$ cat src/rtl/ptc_pkg.sv
// Package for the power transition consent table: codes, row type, helpers.
// No dependencies.
`default_nettype none
package ptc_pkg;
  localparam int AgentSlotsDefault = 8;

  typedef enum logic [3:0] {
    CMD_POLL = 4'd0, CMD_FORGET = 4'd1, CMD_DECLARE = 4'd2, CMD_BEGIN = 4'd3,
    CMD_REPLY = 4'd4, CMD_SETTLED = 4'd5, CMD_COMMIT = 4'd6, CMD_CANCEL = 4'd7,
    CMD_FITQ = 4'd8, CMD_FULLQ = 4'd9
  } cmd_t;

  localparam logic [2:0] ST_OK = 3'd0;
  localparam logic [2:0] ST_INVALID = 3'd1;
  localparam logic [2:0] ST_PERM = 3'd2;
  localparam logic [2:0] ST_FULL = 3'd3;
  localparam logic [2:0] ST_BUSY = 3'd4;
  localparam logic [2:0] ST_NOENT = 3'd5;

  localparam logic [1:0] FIT_ASK = 2'd0;
  localparam logic [1:0] FIT_ANY = 2'd1;
  localparam logic [1:0] FIT_FULL_ONLY = 2'd2;
  localparam logic [1:0] ANS_NONE = 2'd0;
  localparam logic [1:0] ANS_OK = 2'd1;
  localparam logic [1:0] ANS_PARKED = 2'd2;

  localparam logic [1:0] REG_CPU_MAX = 2'd0;
  localparam logic [1:0] REG_LISTEN = 2'd1;
  localparam logic [1:0] REG_KPID = 2'd2;

  // One agent row; the answer lives in a separate epoch-tagged field.
  typedef struct packed {
    logic        used;
    logic [7:0]  pid;
    logic        polled;
    logic [31:0] last_poll;
    logic [1:0]  fitness;
  } row_t;

  // Control from sequencer to table memory.
  typedef struct packed {
    logic rd_en;
    logic wr_en;
  } mem_ctl_t;

  function automatic logic time_reached(logic [31:0] now, logic [31:0] when_t);
    logic [31:0] d;
    d = now - when_t;
    return ~d[31];
  endfunction
endpackage
`default_nettype wire

$ cat src/rtl/power_transition_consent_table.sv
// Top level: command sequencer that walks the agent table memory.
// Depends on ptc_pkg and ptc_table_mem.
//
// Channel   Direction  Handshake          Payload
// command   in         start & !busy      cmd, pid, now_ms, begin/declare/reply fields
// result    out        done (one cycle)   status, flag, current/pending target, grace
// config    in         cfg_we             cfg_index, cfg_data
//
// An item walks every table row, one row read per cycle through the memory's
// single read port, then goes through S_ACT to S_DONE, which raises done;
// the next item is taken at the earliest at the edge that ends the done cycle,
// so a new item is never taken while the last one is still in flight.
// Reset clears all rows through a write pass in S_CLEAR; busy is high
// meanwhile. An accepted begin writes every row back with no answer during its
// scan and flips an epoch bit. The result is shown for one cycle and cannot be stalled.
`default_nettype none
module power_transition_consent_table import ptc_pkg::*; #(
  parameter int AGENT_SLOTS = AgentSlotsDefault
) (
  input  wire logic        clk,
  input  wire logic        rst,
  input  wire logic        start,
  output logic             busy,
  output logic             done,
  input  wire logic        cfg_we,
  input  wire logic [1:0]  cfg_index,
  input  wire logic [31:0] cfg_data,
  input  wire logic [3:0]  cmd,
  input  wire logic [7:0]  pid,
  input  wire logic [31:0] now_ms,
  input  wire logic [1:0]  fitness_code,
  input  wire logic [1:0]  answer_code,
  input  wire logic        cause,
  input  wire logic [31:0] grace_time,
  input  wire logic [2:0]  want_mode,
  input  wire logic        want_display_on,
  input  wire logic [9:0]  want_min_mhz,
  input  wire logic [9:0]  want_max_mhz,
  output logic [2:0]       status,
  output logic             flag,
  output logic [2:0]       mode,
  output logic             cur_cause,
  output logic             display_on,
  output logic [9:0]       cur_min_mhz,
  output logic [9:0]       cur_max_mhz,
  output logic [2:0]       pending_mode,
  output logic             pending_display_on,
  output logic [9:0]       pending_min_mhz,
  output logic [9:0]       pending_max_mhz,
  output logic [31:0]      grace_left_ms
);
  localparam int AW = (AGENT_SLOTS > 1) ? $clog2(AGENT_SLOTS) : 1;
  localparam int CW = $clog2(AGENT_SLOTS + 1);
  localparam logic [CW-1:0] LAST = CW'(AGENT_SLOTS - 1);

  typedef enum logic [4:0] {
    S_CLEAR = 5'b00001, S_IDLE = 5'b00010, S_SCAN = 5'b00100,
    S_ACT = 5'b01000, S_DONE = 5'b10000
  } state_t;

  state_t state;
  logic [CW-1:0] rd_cnt, chk_cnt;
  logic chk_valid;

  // Configuration and target registers
  logic [31:0] listen_win;
  logic [7:0]  kpid;
  logic [2:0]  c_mode, w_mode;
  logic        c_scr, w_scr;
  logic [9:0]  c_min, c_max, w_min, w_max;
  logic        pending, lcause, epoch;
  logic [31:0] begin_t, dead_t;

  // Latched command
  cmd_t        q_cmd;
  logic [3:0]  q_raw;
  logic [7:0]  q_pid;
  logic [31:0] q_now, q_grace;
  logic [1:0]  q_fit, q_ans;
  logic        q_cause, q_wscr;
  logic [2:0]  q_wmode;
  logic [9:0]  q_wmin, q_wmax;

  // Scan results
  logic          hit, free_found, unsettled, fullonly;
  logic [AW-1:0] hit_idx, free_idx;
  row_t          hit_row;
  logic [1:0]    hit_ans;

  mem_ctl_t   mctl;
  logic [AW-1:0] rd_addr, wr_addr;
  row_t       rd_row, wr_row;
  logic [1:0] rd_ans, wr_ans;
  logic       rd_epoch;

  ptc_table_mem #(.AGENT_SLOTS(AGENT_SLOTS)) u_mem (
    .clk(clk), .ctl(mctl), .rd_addr(rd_addr), .wr_addr(wr_addr),
    .wr_row(wr_row), .wr_ans(wr_ans), .wr_epoch(epoch),
    .rd_row(rd_row), .rd_ans(rd_ans), .rd_epoch(rd_epoch)
  );

  // Row view after answer epoch check
  logic [1:0] row_ans;
  logic       row_listen;
  assign row_ans = (rd_epoch == epoch) ? rd_ans : ANS_NONE;
  assign row_listen = rd_row.polled && ((begin_t - rd_row.last_poll) <= listen_win);

  // Command decisions from the scan
  logic valid_cmd, do_write, enter_ok, begin_ok;
  logic [2:0] st;
  logic fl;
  logic [AW-1:0] tgt;
  always_comb begin
    valid_cmd = (q_raw <= 4'(CMD_FULLQ));
    begin_ok  = valid_cmd && (q_cmd == CMD_BEGIN) && (q_wmin != '0) &&
                (q_wmax >= q_wmin) && !pending;
    enter_ok  = (q_pid != kpid) && (hit || free_found);
    tgt       = hit ? hit_idx : free_idx;
    st        = ST_OK;
    fl        = 1'b0;
    do_write  = 1'b0;
    wr_row    = hit ? hit_row : '0;
    wr_row.used = 1'b1;
    wr_row.pid  = q_pid;
    wr_ans    = hit ? hit_ans : ANS_NONE;
    if (!valid_cmd) begin
      st = ST_INVALID;
    end else begin
      case (q_cmd)
        CMD_POLL: begin
          do_write = enter_ok;
          wr_row.polled = 1'b1;
          wr_row.last_poll = q_now;
        end
        CMD_FORGET: begin
          do_write = hit;
          wr_row = '0;
          wr_ans = ANS_NONE;
        end
        CMD_DECLARE: begin
          if (q_pid == kpid) st = ST_PERM;
          else if (q_fit > FIT_FULL_ONLY) st = ST_INVALID;
          else if (!enter_ok) st = ST_FULL;
          else begin
            do_write = 1'b1;
            wr_row.fitness = q_fit;
          end
        end
        CMD_BEGIN: begin
          if (q_wmin == '0 || q_wmax < q_wmin) st = ST_INVALID;
          else if (pending) st = ST_BUSY;
        end
        CMD_REPLY: begin
          if (!pending) st = ST_NOENT;
          else if (q_ans == ANS_NONE) st = ST_INVALID;
          else if (!enter_ok) st = ST_FULL;
          else begin
            do_write = 1'b1;
            wr_ans = q_ans;
          end
        end
        CMD_SETTLED: fl = !pending || !unsettled || time_reached(q_now, dead_t);
        CMD_COMMIT: if (!pending) st = ST_NOENT;
        CMD_FITQ: fl = hit && (hit_row.fitness == FIT_ANY || hit_ans == ANS_OK ||
                               hit_ans == ANS_PARKED);
        CMD_FULLQ: fl = fullonly;
        default: st = ST_OK;
      endcase
    end
    // Begin scan writes the row just read back with no answer
    if (state == S_SCAN) begin
      wr_row = rd_row;
      wr_ans = ANS_NONE;
    end
    // Reset pass writes empty rows
    if (state == S_CLEAR) begin
      wr_row = '0;
      wr_ans = ANS_NONE;
    end
  end

  // Memory control
  always_comb begin
    mctl.rd_en = (state == S_SCAN);
    mctl.wr_en = (state == S_CLEAR) || ((state == S_ACT) && do_write) ||
                 ((state == S_SCAN) && chk_valid && begin_ok);
    rd_addr = rd_cnt[AW-1:0];
    wr_addr = (state == S_CLEAR) ? rd_cnt[AW-1:0] :
              (state == S_SCAN) ? chk_cnt[AW-1:0] : tgt;
  end

  assign busy = (state != S_IDLE);

  // Sequencer, scan and state update
  always_ff @(posedge clk) begin
    done <= 1'b0;
    if (rst) begin
      state <= S_CLEAR;
      rd_cnt <= '0;
      chk_valid <= 1'b0;
      listen_win <= 32'd2000;
      kpid <= '0;
      c_mode <= '0; c_scr <= 1'b1; c_min <= 10'd240; c_max <= 10'd240;
      w_mode <= '0; w_scr <= 1'b0; w_min <= '0; w_max <= '0;
      pending <= 1'b0; lcause <= 1'b0; epoch <= 1'b0;
      begin_t <= '0; dead_t <= '0;
    end else begin
      if (cfg_we) begin
        case (cfg_index)
          REG_CPU_MAX: begin
            c_mode <= '0; c_scr <= 1'b1;
            c_min <= (cfg_data[9:0] == '0) ? 10'd1 : cfg_data[9:0];
            c_max <= (cfg_data[9:0] == '0) ? 10'd1 : cfg_data[9:0];
          end
          REG_LISTEN: listen_win <= cfg_data;
          REG_KPID: kpid <= cfg_data[7:0];
          default: ;
        endcase
      end
      case (state)
        S_CLEAR: begin
          rd_cnt <= rd_cnt + 1'b1;
          if (rd_cnt == LAST) state <= S_IDLE;
        end
        S_IDLE: begin
          if (start) begin
            q_cmd <= cmd_t'(cmd); q_raw <= cmd; q_pid <= pid; q_now <= now_ms;
            q_fit <= fitness_code; q_ans <= answer_code; q_cause <= cause;
            q_grace <= grace_time; q_wmode <= want_mode; q_wscr <= want_display_on;
            q_wmin <= want_min_mhz; q_wmax <= want_max_mhz;
            rd_cnt <= '0; chk_valid <= 1'b0;
            hit <= 1'b0; free_found <= 1'b0; unsettled <= 1'b0; fullonly <= 1'b0;
            hit_idx <= '0; free_idx <= '0;
            state <= S_SCAN;
          end
        end
        S_SCAN: begin
          chk_valid <= (rd_cnt != CW'(AGENT_SLOTS));
          chk_cnt <= rd_cnt;
          if (rd_cnt != CW'(AGENT_SLOTS)) rd_cnt <= rd_cnt + 1'b1;
          // examine row read last cycle
          if (chk_valid) begin
            if (rd_row.used && rd_row.pid == q_pid && !hit) begin
              hit <= 1'b1; hit_idx <= chk_cnt[AW-1:0];
              hit_row <= rd_row; hit_ans <= row_ans;
            end
            if (!rd_row.used && !free_found) begin
              free_found <= 1'b1; free_idx <= chk_cnt[AW-1:0];
            end
            if (rd_row.used && rd_row.fitness == FIT_ASK && row_listen &&
                row_ans == ANS_NONE) unsettled <= 1'b1;
            if (rd_row.used && rd_row.fitness == FIT_FULL_ONLY) fullonly <= 1'b1;
          end
          if (!chk_valid && rd_cnt == CW'(AGENT_SLOTS)) state <= S_ACT;
        end
        S_ACT: begin
          status <= st;
          flag <= fl;
          if (valid_cmd) begin
            if (q_cmd == CMD_BEGIN && st == ST_OK) begin
              w_mode <= q_wmode; w_scr <= q_wscr; w_min <= q_wmin; w_max <= q_wmax;
              lcause <= q_cause; pending <= 1'b1; begin_t <= q_now;
              dead_t <= q_now + q_grace; epoch <= ~epoch;
            end
            if (q_cmd == CMD_COMMIT && st == ST_OK) begin
              c_mode <= w_mode; c_scr <= w_scr; c_min <= w_min; c_max <= w_max;
              pending <= 1'b0;
            end
            if (q_cmd == CMD_CANCEL) pending <= 1'b0;
          end
          state <= S_DONE;
        end
        S_DONE: begin
          done <= 1'b1;
          state <= S_IDLE;
        end
        default: state <= S_IDLE;
      endcase
    end
  end

  // Status view, valid while done is high
  always_comb begin
    mode = c_mode; cur_cause = lcause; display_on = c_scr;
    cur_min_mhz = c_min; cur_max_mhz = c_max;
    pending_mode = pending ? w_mode : c_mode;
    pending_display_on = pending ? w_scr : c_scr;
    pending_min_mhz = pending ? w_min : c_min;
    pending_max_mhz = pending ? w_max : c_max;
    grace_left_ms = (pending && !time_reached(q_now, dead_t)) ? (dead_t - q_now) : '0;
  end
endmodule
`default_nettype wire

$ cat src/rtl/ptc_table_mem.sv
// Agent table memory: one write port, one registered read port.
// Depends on ptc_pkg.
`default_nettype none
module ptc_table_mem import ptc_pkg::*; #(
  parameter int AGENT_SLOTS = AgentSlotsDefault,
  localparam int AW = (AGENT_SLOTS > 1) ? $clog2(AGENT_SLOTS) : 1
) (
  input  wire logic          clk,
  input  wire mem_ctl_t      ctl,
  input  wire logic [AW-1:0] rd_addr,
  input  wire logic [AW-1:0] wr_addr,
  input  wire row_t          wr_row,
  input  wire logic [1:0]    wr_ans,
  input  wire logic          wr_epoch,
  output row_t               rd_row,
  output logic [1:0]         rd_ans,
  output logic               rd_epoch
);
  row_t       rows  [AGENT_SLOTS];
  logic [1:0] ans   [AGENT_SLOTS];
  logic       epoch [AGENT_SLOTS];

  // Write port
  always_ff @(posedge clk) begin
    if (ctl.wr_en) begin
      rows[wr_addr]  <= wr_row;
      ans[wr_addr]   <= wr_ans;
      epoch[wr_addr] <= wr_epoch;
    end
  end

  // Registered read port
  always_ff @(posedge clk) begin
    if (ctl.rd_en) begin
      rd_row   <= rows[rd_addr];
      rd_ans   <= ans[rd_addr];
      rd_epoch <= epoch[rd_addr];
    end
  end
endmodule
`default_nettype wire

$ cat config.mk
export PLATFORM = sky130hd
export DESIGN_NAME = power_transition_consent_table
export DESIGN_NICKNAME = d
export VERILOG_FILES = /design/src/rtl/ptc_pkg.sv /design/src/rtl/power_transition_consent_table.sv /design/src/rtl/ptc_table_mem.sv
export SDC_FILE = /design/constraint.sdc
export NUM_CORES = 1
export LEC_CHECK = 0
export ABC_AREA = 1
export BUFFER_PORTS_ARGS = -buffer_cell sky130_fd_sc_hd__clkbuf_2
export CORE_MARGIN = 1
export CORE_UTILIZATION = 40
export CTS_BUF_LIST = sky130_fd_sc_hd__clkbuf_16
export DETAILED_ROUTE_END_ITERATION = 10
export GPL_ROUTABILITY_DRIVEN = 0
export PLACE_DENSITY_LB_ADDON = 0.3
export SLEW_MARGIN = 10
export SYNTH_ARGS = -nofsm -noshare
export SYNTH_HDL_FRONTEND = slang
export SYNTH_SLANG_ARGS = --single-unit
$ cat constraint.sdc
create_clock -name clk -period 15.4 [get_ports clk]
set_input_delay 0.77 -clock clk [delete_from_list [all_inputs] [get_ports clk]]
set_output_delay 0.77 -clock clk [all_outputs]
set_load 0.02 [all_outputs]
# ---- Word level (Yosys, flattened, before mapping)
# Memory sizes are Yosys's and may differ from the RTL's. A register that Yosys moved wholly into a read port is not among the register bits.
# Index checks and enable logic that the tools add are counted.
# W data, S select, Z words.
dict set report totals {
  reg_bits 325
  latch_bits 0
  mem_bits_rw 376
  rom_bits 0
  out_inout_bits 87
  mem_count 3
}
dict set report op_classes {
  addsub 5
  n_mul 0
  n_div 0
  magnitude_cmp 5
  n_eq_ne 37
  shifts 0
  muxes 100
  bitwise 3
  n_reduce_logical 62
}
# name words word_bits rd rd_clocked_by_memory_dff write_ports line_no
set memory_table {}
lappend memory_table {u_mem.rows 8 44 1 1 1 ptc_table_mem.sv:19} ;# row_t rows [AGENT_SLOTS];
lappend memory_table {u_mem.ans 8 2 1 1 1 ptc_table_mem.sv:20} ;# logic [1:0] ans [AGENT_SLOTS];
lappend memory_table {u_mem.epoch 8 1 1 1 1 ptc_table_mem.sv:21} ;# logic epoch [AGENT_SLOTS];
# op n
set op_table {}
lappend op_table {{$mux W44} 3}
lappend op_table {{$mux W10} 13}
lappend op_table {{$sub A32 B32 Y32} 3}
lappend op_table {{$pmux W33 S2} 1}
lappend op_table {{$mux W3} 20}
lappend op_table {{$mux W35} 1}
lappend op_table {{$add A32 B32 Y32} 1}
lappend op_table {{$le A32 B32 Y1} 1}
lappend op_table {{$mux W32} 1}
lappend op_table {{$mux W2} 14}
lappend op_table {{$mux W1} 27}
lappend op_table {{$logic_and A1 B1 Y1} 21}
lappend op_table {{$eq A4 B3 Y1 const B} 5}
lappend op_table {{$logic_not A10 Y1} 2}
lappend op_table {{$pmux W5 S4} 1}
lappend op_table {{$reduce_and A5 Y1} 4}
lappend op_table {{$eq A8 B8 Y1} 2}
lappend op_table {{$mux W5} 3}
lappend op_table {{$reduce_and A3 Y1} 5}
lappend op_table {{$ne A2 B1 Y1 const B} 7}
lappend op_table {{$eq A4 B4 Y1 const B} 3}
lappend op_table {{$pmux W3 S2} 2}
lappend op_table {{$pmux W3 S4} 1}
lappend op_table {{$pmux W4 S3} 1}
lappend op_table {{other kinds (36)} 70}

# ---- Depth between registers and ports, before layout
dict set report logic_depth {
  word_depth 12
  mapped_depth 23
  mapped_depth_nobuf 23
}

# ---- Hierarchy
# Synthesis repeated with hierarchy kept, for this count alone.
dict set report unflattened {
  cells_unflattened 4289
  area_unflattened_um2 38079.0
}
# mod instances cells_per_inst area_each_um2 seq_area_each_um2
set modules_own_cells {}
lappend modules_own_cells {power_transition_consent_table 1 2599 20248.2 8097.8}
lappend modules_own_cells {ptc_table_mem 1 1690 17830.9 12702.2}

# ---- Least setup slack after synthesis
# No wires, ideal clock.
dict set report synth_path {
  kind {register to register}
  start {register state[2]}
  end {register q_ans[0], enable pin}
  setup_time_ns 0.570
  arrival_time_ns 5.411
  required_ns 14.830
  path_slack_ns 9.419
  stages_incl_launch_ff 8
  n_path_buf 0
  path_cell_list {dfxtp_1 > inv_1 > nand2_1 > nor3_1 > inv_1 > nor2_1 > inv_1 > nor2_1}
}
dict set report synth_between {
  elab_chain_len 2
}
# item line_no
set synth_lines {}
lappend synth_lines {{from (decl)} power_transition_consent_table.sv:61} ;# state_t state;
lappend synth_lines {{from (signal assigned)} power_transition_consent_table.sv:198} ;# state <= S_CLEAR;
lappend synth_lines {{from (signal assigned)} power_transition_consent_table.sv:223} ;# if (rd_cnt == LAST) state <= S_IDLE;
lappend synth_lines {{from (signal assigned)} power_transition_consent_table.sv:234} ;# state <= S_SCAN;
lappend synth_lines {{$eq A5 B2 Y1} power_transition_consent_table.sv:220} ;# case (state)
lappend synth_lines {{$reduce_and A3 Y1 (no line)} n/a}
lappend synth_lines {{to (signal assigned)} power_transition_consent_table.sv:228} ;# q_fit <= fitness_code; q_ans <= answer_code; q_cause <= cause;
lappend synth_lines {{to (decl)} power_transition_consent_table.sv:79} ;# logic [1:0] q_fit, q_ans;
# No other way between the ends.
# A chain may end at the register's enable or synchronous reset.

# ---- Worst setup path in the final report
dict set report layout_path {
  start {register, netlist name u_mem.rd_row[2]}
  end {register unsettled, enable pin}
}
dict set report layout_between {
  elab_chain_len 7
}
# item line_no
set layout_lines {}
lappend layout_lines {{$sub A32 B32 Y32} power_transition_consent_table.sv:106} ;# assign row_listen = rd_row.polled && ((begin_t - rd_row.last_poll) <= listen_win);
lappend layout_lines {{$le A32 B32 Y1} power_transition_consent_table.sv:106}
lappend layout_lines {{$logic_and A1 B1 Y1} power_transition_consent_table.sv:106}
lappend layout_lines {{$logic_and A1 B1 Y1 (2 in a row)} power_transition_consent_table.sv:250} ;# if (rd_row.used && rd_row.fitness == FIT_ASK && row_listen &&
lappend layout_lines {{$ne A2 B1 Y1 (no line)} n/a}
lappend layout_lines {{$reduce_and A5 Y1 (no line)} n/a}
lappend layout_lines {{to (signal assigned)} power_transition_consent_table.sv:232} ;# hit <= 1'b0; free_found <= 1'b0; unsettled <= 1'b0; fullonly <= 1'b0;
lappend layout_lines {{to (decl)} power_transition_consent_table.sv:85} ;# logic hit, free_found, unsettled, fullonly;
# No other way between the ends.

==> impl_results.md <==
- Status: finished clean
- Ys flop type: edfxtp_1
- Final Setup Violations: 0
- GRT Util Overall: 0.212
- CTS Buf Count: 79
- I/O pin cnt: 230
- Crit-path max cell delay: 0.44 ns
- Area after DPL: 38800 um2
- DR iter-0 viols: 2274
- # nets final: ~4300
- Flops & latches, synth: 748
- CP Capture Type: flop
- Fin Hold WS: 0.307 ns
- Clk buf depth: 3
- Cell mode on critical path: nand2_1
- Largest net degree at the start of global routing: 160
- P_leak: 16.8 nW
- Hold buffers post-CTS: 0
- Buffers on Ports: 229
- Req. time, crit path: 15.73 ns
- Routed Antenna Nets: 0
- Period utilization: 0.290
- Most frequent cells in the layout: 699 x nor2_1, 582 x edfxtp_1, 558 x nand2_1
- Top delay family on crit path: simple AND/OR/NAND/NOR gates
- Total negative slack: 0 ns
- Final hold violation count: 0
- Clock root buffer: clkbuf_16
- Crit path max-delay cell type: o21ai_0
- Register area share after synthesis: 0.571
- Power per cell area: 129 nW/um2
- Die width: slightly above 300 um
- Crit path time final: between 4 and 5 ns
- Clock sink total: 748
- Crit-path cells: ha_1 > fa_1 > nand3b_1 > nand2_1 > a21oi_1 > o21ai_0 > a21oi_1 > o21ai_0 > nand3_1 > nand3_1 > nand2_1 > ha_1 > nand2_1 > nor2_1 > nand2_1 > nor4_1 > nand3_1 > nand2_1 > nand2_1 > a21oi_1
- Multi-input gate area: 13600 um2
- Gr ovfl total: 0
- Worst-path clk slew: 0.06 ns
- Synth warn: 0
- Post CTS Setup Buffer Count: 0
- Share of cells above drive strength 1: 0.102
- DRC: 0
- Ys async rst share: 0
- EDFF count, synth: 582
- Final instance area: 41200 um2
- Final Max Tran Viols: 0
- Vias: about 28000
- Hold crit path type: in -> reg
- Critical path class: reg -> reg
- RSZ-0062 raised after global routing: false
- Vias in the first global route: 26300
- Die height: 304 um
- # H-tree levels: 3
- Syn_nets: 4143
- Final Skew: 0.0253 ns
- Num rows: 110
- Highest clock rate: around 220 MHz
- Critical path startpoint category: flop
- Register area: 20800 um2
- Slew @ Worst Pin: 1.24 ns
- Synthesized area per cell: around 9.5 um2
- Buf/Inv on CP: 0
- CTS tree: yes
- Drt wl/cell: 18.9 um
- Initial antenna violation count: 0
- Hpwl dp: 67200 um
- First-pass GRT wire length: 152000 um
- Netlist cell types: 56
- Post-Syn Instances: 3829
- Initial core utilization: 0.404
- Critical Path Fanout Max: 4
- MaxCap Viol Count: 0
- Number of gates resized after CTS: 0
- Routed vias/inst: 5.26
- Iteration count of the initial detailed-routing pass: 5
- VDD IR max: 86.2 uV
- Core area: 90100 um2
- # fillers: 8478
- Clock latency on the worst-skew pair: 0.63 ns
- DRT Wirelength: a little under 100000 um
- Die area: 92300 um2
- Total power: 5.30 mW
- Area delta synth->final: 13.2%
- Rel. slew slack: 0.170
- Mapped cell area: around 36000 um2
- # diodes: 0
- Commonest non-fill, non-tap cell in the layout: nor2_1
- Crit path DAT: approximately 4.8 ns
-- state kept, by name (all words and copies together), names as in the netlist, 16 cells and up --
name,flops
u_mem.rows,352
u_mem.rd_row,44
listen_win,32
q_now,32
u_mem.ans,16
begin_t,32
hit_row,35
dead_t,32
q_grace,32
-- cell usage after synthesis, types with 3 or more instances --
library cell,number,share of area
o32ai_1,3,0.00072
or2_2,4,0.00069
nor4_1,10,0.0017
buf_1,13,0.0013
a21oi_1,196,0.027
nor3b_1,4,0.00082
ha_1,168,0.058
nor2_1,706,0.073
o21ai_0,342,0.047
o211ai_1,16,0.0033
clkbuf_1,111,0.011
buf_2,21,0.0029
nor3_1,34,0.0047
o22ai_1,57,0.0098
o31ai_1,3,0.00062
dfxtp_1,166,0.091
a221oi_1,36,0.0087
a21o_1,13,0.0027
a32o_1,6,0.0016
nand2_1,558,0.057
xor2_1,47,0.011
nand3_1,76,0.010
o21ai_1,6,0.00082
buf_6,6,0.0019
a21boi_0,8,0.0016
a31oi_1,58,0.010
xnor2_1,37,0.0089
o221ai_1,6,0.0014
nand4_1,35,0.0060
nand3b_1,11,0.0023
o21a_1,11,0.0023
a211oi_1,32,0.0066
fa_1,3,0.0016
edfxtp_1,582,0.48
o21bai_1,14,0.0029
o2111ai_1,3,0.00072
inv_2,10,0.0010
inv_1,395,0.041
-- power breakdown --
group	internal, mW	switching, mW
Sequential	2.46	0.0745
Combinational	0.259	0.680
Clock	1.03	0.792
-- layout make-up --
class	instances	area share
well taps	1176	0.0357
inverters	407	0.0372
clock inverters	64	0.0113
flip-flops and latches	748	0.504
clock buffers	80	0.0485
multi-input cells	2522	0.329
repair buffers	262	0.0338
-- through the flow --
step           setup WS (ns)  std cells  utilization
2_1_floorplan           9.42       3829            -
3_3_place_gp           11.03       5115        0.430
3_5_place_dp           10.91       5115        0.430
4_1_cts                10.88       5259        0.458
5_1_grt                10.52       5259        0.458
6_report               10.93       5259        0.458
-- worst register-to-register path: cells and delay by family, from the launching register on --
family | cells | cell delay [ns]
fa+ha+maj | 3 | 0.92
flops | 1 | 0.42
compound gates | 5 | 1.34
simple gates | 12 | 1.49
-- cell families after synthesis --
family / share of synthesized area
and+or+nand+nor: 0.161
AOI/OAI and AO/OA: 0.129
DFF: 0.571
buffers and inverters: 0.0596
adders and majority gates: 0.0593
xor gates and xnor gates: 0.0202
-- per-layer routing --
metal,track usage,wire length [um],up-vias
met3,0.0275,5520,172
met2,0.352,47100,844
li1,-,-,13500
met5,0,0,-
met4,0.0712,2940,0
met1,0.284,43900,13100
-- worst paths after layout --
check | startpoint | end | slack [ns] | cells past startpoint
setup / recovery | u_mem.rd_row[2]$_DFFE_PP_ | unsettled$_DFFE_PP_ | 10.93 | 20
hold / removal | pid[6] | q_pid[6]$_DFFE_PP_ | 0.31 | 1
setup reg to reg | u_mem.rd_row[2]$_DFFE_PP_ | unsettled$_DFFE_PP_ | 10.93 | 20
hold reg to reg | u_mem.rd_row[24]$_DFFE_PP_ | hit_row[24]$_DFFE_PP_ | 0.44 | 0
Power figures use the tool's default switching activity.
